$ cat src/hdl/udiv_pkg.sv
// udiv_pkg: shared types and constants for the unsigned divider
// used by udiv_ctrl, udiv_dpath and unsigned_divider_32
`timescale 1ns / 1ps
`default_nettype none

package udiv_pkg;

  // default operand width
  localparam int DIV_WIDTH = 32;

  // opcode values
  localparam logic OP_QUOTIENT  = 1'b0;
  localparam logic OP_REMAINDER = 1'b1;

  // controller states
  typedef enum logic [1:0] {
    ST_IDLE,
    ST_RUN,
    ST_DONE
  } state_t;

  // controller to datapath commands
  typedef struct packed {
    logic load;
    logic step;
  } cmd_t;

  // datapath to controller status
  typedef struct packed {
    logic last;
  } status_t;

endpackage

`default_nettype wire

$ cat src/hdl/udiv_ctrl.sv
// udiv_ctrl: sequencing state machine of the unsigned divider
// depends on udiv_pkg (state_t, cmd_t, status_t)
`timescale 1ns / 1ps
`default_nettype none

module udiv_ctrl (
  input  wire               clk,
  input  wire               rst,
  input  wire               start,
  input  udiv_pkg::status_t status,
  output udiv_pkg::cmd_t    cmd,
  output logic              busy,
  output logic              done
);
  import udiv_pkg::*;

  state_t state;
  state_t state_next;

  // state register
  always_ff @(posedge clk) begin
    if (rst) begin
      state <= ST_IDLE;
    end else begin
      state <= state_next;
    end
  end

  // next state and commands
  always_comb begin
    state_next = state;
    cmd.load   = 1'b0;
    cmd.step   = 1'b0;
    busy       = 1'b0;
    done       = 1'b0;
    unique case (state)
      ST_IDLE: begin
        if (start) begin
          cmd.load   = 1'b1;
          state_next = ST_RUN;
        end
      end
      ST_RUN: begin
        busy     = 1'b1;
        cmd.step = 1'b1;
        if (status.last) begin
          state_next = ST_DONE;
        end
      end
      ST_DONE: begin
        // result shown for one cycle, next item may be taken meanwhile
        done = 1'b1;
        if (start) begin
          cmd.load   = 1'b1;
          state_next = ST_RUN;
        end else begin
          state_next = ST_IDLE;
        end
      end
      default: begin
        state_next = ST_IDLE;
      end
    endcase
  end

endmodule

`default_nettype wire

$ cat src/hdl/udiv_dpath.sv
// udiv_dpath: operand registers, shift-subtract unit and step counter
// depends on udiv_pkg (cmd_t, status_t, opcode constants)
`timescale 1ns / 1ps
`default_nettype none

module udiv_dpath #(
  parameter int DATA_WIDTH = udiv_pkg::DIV_WIDTH
) (
  input  wire                    clk,
  input  udiv_pkg::cmd_t         cmd,
  input  wire                    opcode,
  input  wire [DATA_WIDTH-1:0]   dividend,
  input  wire [DATA_WIDTH-1:0]   divisor,
  output udiv_pkg::status_t      status,
  output logic [DATA_WIDTH-1:0]  value,
  output logic                   divide_by_zero
);
  import udiv_pkg::*;

  localparam int CW = $clog2(DATA_WIDTH);

  logic [DATA_WIDTH-1:0] rem;
  logic [DATA_WIDTH-1:0] quo;
  logic [DATA_WIDTH-1:0] dvsr;
  logic                  op;
  logic                  dz;
  logic [CW-1:0]         cnt;
  logic [DATA_WIDTH:0]   shifted;
  logic [DATA_WIDTH:0]   trial;

  // one restoring step: shift in next dividend bit, try the subtract
  always_comb begin
    shifted = {rem, quo[DATA_WIDTH-1]};
    trial   = shifted - {1'b0, dvsr};
  end

  // operand and partial result registers
  always_ff @(posedge clk) begin
    if (cmd.load) begin
      rem  <= '0;
      quo  <= dividend;
      dvsr <= divisor;
      op   <= opcode;
      dz   <= (divisor == '0);
      cnt  <= '0;
    end else if (cmd.step) begin
      cnt <= cnt + 1'b1;
      if (!trial[DATA_WIDTH]) begin
        rem <= trial[DATA_WIDTH-1:0];
        quo <= {quo[DATA_WIDTH-2:0], 1'b1};
      end else begin
        rem <= shifted[DATA_WIDTH-1:0];
        quo <= {quo[DATA_WIDTH-2:0], 1'b0};
      end
    end
  end

  assign status.last = (cnt == CW'(DATA_WIDTH - 1));

  // zero divisor falls out of the steps: all ones quotient, dividend remainder
  assign value          = (op == OP_REMAINDER) ? rem : quo;
  assign divide_by_zero = dz;

endmodule

`default_nettype wire

$ cat src/hdl/unsigned_divider_32.sv
// unsigned_divider_32: top level of the restoring unsigned divider
// depends on udiv_pkg, udiv_ctrl and udiv_dpath
`timescale 1ns / 1ps
`default_nettype none

// Usage
// An item (opcode, dividend, divisor) is taken at a rising edge where start
// is high and busy is low. opcode 0 returns the quotient, 1 the remainder.
// The divider then runs DATA_WIDTH shift-subtract steps (32 by default),
// one step per cycle, one quotient bit per step from the top bit down.
// The result (value, divide_by_zero) is then on the ports for exactly one
// cycle with done high; the receiver cannot stall and must take it there.
// done rises in ST_DONE, once the last step has been registered. During
// the done cycle busy is low, so a new item can be taken there; while an
// item is stepping (busy high) no new item is taken, since every step of
// it uses the single subtract unit.
// A zero divisor sets divide_by_zero; value is all ones for the quotient
// and the dividend for the remainder.
// Reset returns the controller to idle; any item in flight is dropped and
// no done pulse follows.
module unsigned_divider_32 #(
  parameter int DATA_WIDTH = udiv_pkg::DIV_WIDTH
) (
  input  wire                   clk,
  input  wire                   rst,
  input  wire                   start,
  output logic                  busy,
  input  wire                   opcode,
  input  wire [DATA_WIDTH-1:0]  dividend,
  input  wire [DATA_WIDTH-1:0]  divisor,
  output logic                  done,
  output logic [DATA_WIDTH-1:0] value,
  output logic                  divide_by_zero
);
  import udiv_pkg::*;

  cmd_t    cmd;
  status_t status;

  // sequencing
  udiv_ctrl u_ctrl (
    .clk    (clk),
    .rst    (rst),
    .start  (start),
    .status (status),
    .cmd    (cmd),
    .busy   (busy),
    .done   (done)
  );

  // arithmetic
  udiv_dpath #(
    .DATA_WIDTH (DATA_WIDTH)
  ) u_dpath (
    .clk            (clk),
    .cmd            (cmd),
    .opcode         (opcode),
    .dividend       (dividend),
    .divisor        (divisor),
    .status         (status),
    .value          (value),
    .divide_by_zero (divide_by_zero)
  );

`ifndef ASSERT_OFF
  // an accepted item always leads into the step phase
  a_accept_runs: assert property (@(posedge clk) disable iff (rst)
    start && !busy |=> busy)
    else $error("accepted item did not start stepping");

  // done pulse comes only at the end of the step phase
  a_done_after_run: assert property (@(posedge clk) disable iff (rst)
    $rose(done) |-> $past(busy))
    else $error("done without preceding steps");

  // result strobe lasts a single cycle
  a_done_single: assert property (@(posedge clk) disable iff (rst)
    done |=> !done)
    else $error("done held longer than one cycle");

  // the step phase never shows a result
  a_busy_no_done: assert property (@(posedge clk) disable iff (rst)
    busy |-> !done)
    else $error("done while stepping");
`endif

endmodule

`default_nettype wire
$ cat config.mk
export PLATFORM = sky130hd
export DESIGN_NAME = unsigned_divider_32
export DESIGN_NICKNAME = d
export VERILOG_FILES = /design/src/hdl/udiv_pkg.sv /design/src/hdl/udiv_ctrl.sv /design/src/hdl/udiv_dpath.sv /design/src/hdl/unsigned_divider_32.sv
export SDC_FILE = /design/constraint.sdc
export NUM_CORES = 1
export LEC_CHECK = 0
export BUFFER_PORTS_ARGS = -buffer_cell sky130_fd_sc_hd__buf_2
export CORE_AREA = 2 2 138 140
export DETAILED_ROUTE_END_ITERATION = 8
export DIE_AREA = 0 0 140 142
export PLACE_DENSITY = 0.61
export SETUP_SLACK_MARGIN = 0.5
export SLEW_MARGIN = 20
export SYNTH_ARGS = -nofsm -noshare
export SYNTH_HDL_FRONTEND = slang
export SYNTH_SLANG_ARGS = --single-unit
$ cat constraint.sdc
create_clock -name clk -period 4.5 [get_ports clk]
set_input_delay 0.225 -clock clk [delete_from_list [all_inputs] [get_ports clk]]
set_output_delay 0.225 -clock clk [all_outputs]
set_load 0.03 [all_outputs]
Word level (Yosys, flattened, before mapping)
Index checks and enable logic that the tools add are counted.

word-level totals
  bits of input ports = 68
  logic and storage cells = 32
  flip-flop bits (word level) = 105
  output and inout bits = 35

cells by class
  equal/unequal tests = 5
  add/sub/neg operators = 2
  reduce and logical (&&, ||, !) cells = 5
  mux-type cells = 13

operators by type and width
  operator             number
  $mux 32              4
  $sub 33x32->33       1
  $logic_not 32->1     1
  $mux 1               6
  $pmux 2 s3           1
  $add 5x1->5 const B  1
  $eq 5x5->1 const B   1
  $mux 2               2
  $ne 2x2->1 const B   2
  $eq 2x1->1 const B   1
  $eq 2x2->1 const B   1
  $logic_not 2->1      1
  $reduce_and 2->1     1
  $reduce_bool 2->1    1
  $reduce_or 2->1      1

Longest topological paths before layout
  depth after elaboration = 4
  gate-level depth with buffers = 14
  depth with buffers taken out = 12

By module
Synthesis repeated with hierarchy kept, for this count alone.

second synthesis, totals
  cell total of the unflattened synthesis = 648
  area, all modules = 6,562.5 um2

modules (own cells, without submodules)
  module      seq. area each (um2)  area an instance (um2)  cells an instance  times used
  udiv_dpath  2,722.6               6,466.2                 638                1
  udiv_ctrl   40.0                  96.3                    10                 1

Least setup slack after synthesis
Ideal clock, no wire load.

  path kind = reg2reg
  start = reg u_dpath.quo[31]
  end = reg u_dpath.quo[0] (data pin)
  period minus slack after synthesis = 2.901 ns
  library setup time = 0.320 ns
  path buffers = 2
  arrival time = 2.581 ns
  data required time = 4.180 ns
  setup slack = 1.599 ns
  cell stages (with the launch flop) = 13
  path through = edfxtp_1 -> inv_1 -> ha_1 -> fa_1 -> nand2b_1 -> a21oi_1 -> o211ai_1 -> and4_4 -> o21a_1 -> a311oi_4 -> buf_6 -> buf_6 -> o21ai_0

on the way
  cells in the longest elaborated chain, start to end = 4

RTL lines
  item                      line              text
  start: declaration        udiv_dpath.sv:23  logic [DATA_WIDTH-1:0] quo;
  start signal: assignment  udiv_dpath.sv:41  quo <= dividend;
  start signal: assignment  udiv_dpath.sv:50  quo <= {quo[DATA_WIDTH-2:0], 1'b1};
  start signal: assignment  udiv_dpath.sv:53  quo <= {quo[DATA_WIDTH-2:0], 1'b0};
  $sub 33x32->33            udiv_dpath.sv:34  trial = shifted - {1'b0, dvsr};
  $mux 1                    udiv_dpath.sv:48  if (!trial[DATA_WIDTH]) begin
  $mux 32                   udiv_dpath.sv:46  end else if (cmd.step) begin
  $mux 32                   udiv_dpath.sv:39  if (cmd.load) begin

Every way passes these cells. The select of a mux whose other input is x is not followed.
A chain may end at the register's enable or synchronous reset.

Worst setup path in the final report
  start = reg u_dpath.quo[31]
  end = reg u_dpath.rem[26]

on the way
  cells in the longest elaborated chain, start to end = 2

RTL lines
  item                    line              text
  $sub 33x32->33          udiv_dpath.sv:34
  $mux 32                 udiv_dpath.sv:48
  end signal: assignment  udiv_dpath.sv:49  rem <= trial[DATA_WIDTH-1:0];
  end signal: assignment  udiv_dpath.sv:52  rem <= shifted[DATA_WIDTH-1:0];
  end: declaration        udiv_dpath.sv:22  logic [DATA_WIDTH-1:0] rem;

Every way passes these cells.

==> metrics.txt <==
startpoint types flip-flop; Hold Fails Final Rpt 0; post-CTS setup buffer count 0; Crit Reg-Reg Endpoint u_dpath.rem[26]; ANT cells 0; Commonest cells post-synth 66 x edfxtp_1, 62 x mux2_2, 60 x nand2_1; cell internal pwr 2600 uW; CTS max path bufs 2; Syn. warnings 0; combinational share of power 49.7%; overall routing resource usage 16.1%; slowest CP cell buf_4; DRC 4; leading area contributor after synthesis edfxtp_1; Seq/Total Area, Yosys 43.9%; average detailed-routed wire length per instance 16.4 um; ratio of cells with drive above 1 in the final layout 27.2%; Skew-Pair Late Insertion Delay 0.35 ns; dpl hpwl 11,800 um; fraction of the cycle the final worst path needs 72.1%; IO Port Bufs 102; # fillers 1,819; CP arrival 3.45 ns; WL final 15,700 um; CTS root buffer clkbuf_16; Worst-path clk slew 0.07 ns; CP bufs+invs 2; worst slew pin tran 0.705 ns; RSZ-0062 raised after global routing no; switching part of the total power 42.1%; total CTS buffers 9; net load switching power 1890 uW; #FFs+latches synth 105; Clk pwr share 17.9%; drt first-iter violations 325; CTS tree built; hold buffer count at CTS 0; worst path cell trace inv_1, ha_1, fa_1, nand2b_1, a21oi_1, o211ai_1, and4_4, o21a_1, a311oi_4, buf_4, mux2i_1, o21ai_0; GPL Wtd Cong 0.853; nets@finish 823; R2R Setup Slk 1.26 ns; CTS resizes 0; PnR worst setup slack 1.26 ns; DR vias 4,866; leakage dissipation 0.00309 uW; Ports 103; outcome finished, violations left; CP endpoint kind flip-flop; Hold Worst Slack 0.0392 ns; Die Y 142 um; Synth Flop Type edfxtp_1; worst-case reg-to-reg path depth 12; DR vias/cell 5.07; area of the core 0.0185 sq mm; worst-path maximum fanout 35; Crit Path Class reg2reg; slew margin rel. 52.7%; Post-synth EDFFs 66; vias in the first global route 4,707; endpoints failing setup 0; Setup Skew 0.00697 ns; Layout area overhead 16.4%; max_cap viols 0; initial antenna violation count 0; Post-Layout Cell Count 959; Avg Inst Size Synth 10.0 sq um; top-count cell post-synth edfxtp_1; Levels on crit path 12; Sink Count 105; Pwr Total 4490 uW; Yosys cell types 62; Critical path origin u_dpath.quo[31]; post-synthesis cell area 0.00629 sq mm; failing checks design-rule violations; Area contributors post-synth edfxtp_1 32%, dfxtp_1 12%, mux2_2 11%, ha_1 6.8%, a21oi_1 3.6%; antenna viol nets, final 0; starting density of the core 34.1%; largest net degree at the start of global routing 40; placed insts 943; CP peak stage delay 0.42 ns; first-pass GRT wire length 24,900 um; proportion of power drawn by flip-flops and latches 32.3%; Top delay family on crit path compound AO/OA/AOI/OAI gates; Setup TNS 0 ns; Synth async-reset ratio 0%; fin. max-slew vios 0; pre-CTS WS 1.26 ns; required time worst endpoint 4.71 ns; top-area cell type share of the netlist area 31.5%; Die Area 0.0199 sq mm; maximum vdd drop 0.324 mV; Power per Cell Area 613 mW/mm^2; HP Class in2reg; DRT Pass-1 Iters 9; syn_nets 730; # rows 50; fin crit period 3.24 ns; CP Capture Point u_dpath.rem[26]; H-tree Lvls 3; GRT overflow 0; worst reg2reg startpoint u_dpath.quo[31]; FMAX 308 MHz; Post-Synthesis Cells 627; Die W 140 um
[registers in the layout, summed over array words and instances, names as in the netlist]
register,cells
u_dpath.divide_by_zero,1
u_dpath.quo,32
u_dpath.op,1
u_dpath.rem,32
u_dpath.dvsr,32
u_ctrl.state,2
u_dpath.cnt,5
[worst reg2reg max path, cell delays in order (launching register included)]
cell and delay, ns:
edfxtp_1 0.36, inv_1 0.06, ha_1 0.20, fa_1 0.40, nand2b_1 0.18, a21oi_1 0.28, o211ai_1 0.17, and4_4 0.21
o21a_1 0.20, a311oi_4 0.27, buf_4 0.42, mux2i_1 0.23, o21ai_0 0.11
[cell type report]
type | instances | area, sq um | share of cell area [%]
tap | 234 | 293 | 4.00
inverter | 44 | 165 | 2.26
multi-input combinational | 450 | 3210 | 43.9
clock buffer | 13 | 293 | 4.00
clock inverter | 3 | 18.8 | 0.257
sequential | 105 | 2760 | 37.8
timing repair buffer | 110 | 571 | 7.80
[routing by layer]
layer	global-route usage (%)	routed length, um	up-vias
li1	-	-	2465
met1	21.5	7670	2287
met2	26.6	7250	102
met3	3.60	652	12
met4	3.88	153	0
met5	0	0	-
[how the worst min path moves through the flow]
stage,startpoint,to,slack (ns),cells after the start
3_3_place_gp,opcode,u_dpath.op,0.40,1
3_5_place_dp,opcode,u_dpath.op,0.40,1
5_1_grt,opcode,u_dpath.op,0.04,1
6_report,rst,u_ctrl.state[0],0.04,2
2_1_floorplan,rst,u_ctrl.state[0],0.30,1
4_1_cts,rst,u_ctrl.state[0],0.03,2
[through the flow]
| stage | area (sq um) | utilization (%) |
|---|---|---|
| after floorplan | 6290 | - |
| after global placement | 7000 | 38.0 |
| after detailed placement | 7000 | 38.0 |
| after CTS | 7320 | 39.6 |
| after global routing | 7320 | 39.6 |
| final | 7320 | 39.6 |
[power groups by stage]
stage / clock (uW) / sequential (uW) / combinational, uW
4_1_cts: 826 / 1450 / 2240
2_1_floorplan: 0 / 1390 / 1870
3_3_place_gp: 0 / 1470 / 2210
6_report: 804 / 1450 / 2230
3_5_place_dp: 0 / 1470 / 2230
5_1_grt: 860 / 1480 / 2490
[layout by cell type, fill, tap and decap left out, types with 8 or more instances in the layout]
| master | count |
|---|---|
| a21oi_1 | 45 |
| buf_2 | 102 |
| buf_4 | 8 |
| clkbuf_16 | 11 |
| dfxtp_1 | 39 |
| edfxtp_1 | 66 |
| ha_1 | 34 |
| inv_1 | 43 |
| mux2_2 | 62 |
| nand2_1 | 60 |
| nand3_1 | 12 |
| nand4_1 | 8 |
| nor2_1 | 45 |
| nor4_1 | 10 |
| o21ai_0 | 26 |
| o21ai_1 | 15 |
| xnor2_1 | 15 |
| xor2_1 | 17 |
[kinds of logic after synthesis]
kind of cell,share of synthesized area (%)
buf+inv,5.11
mux,12.2
compound gates,15.1
xor+xnor,4.46
simple gates,12.1
fa+ha+maj,7.08
flops,43.9
Power figures use the tool's default switching activity.
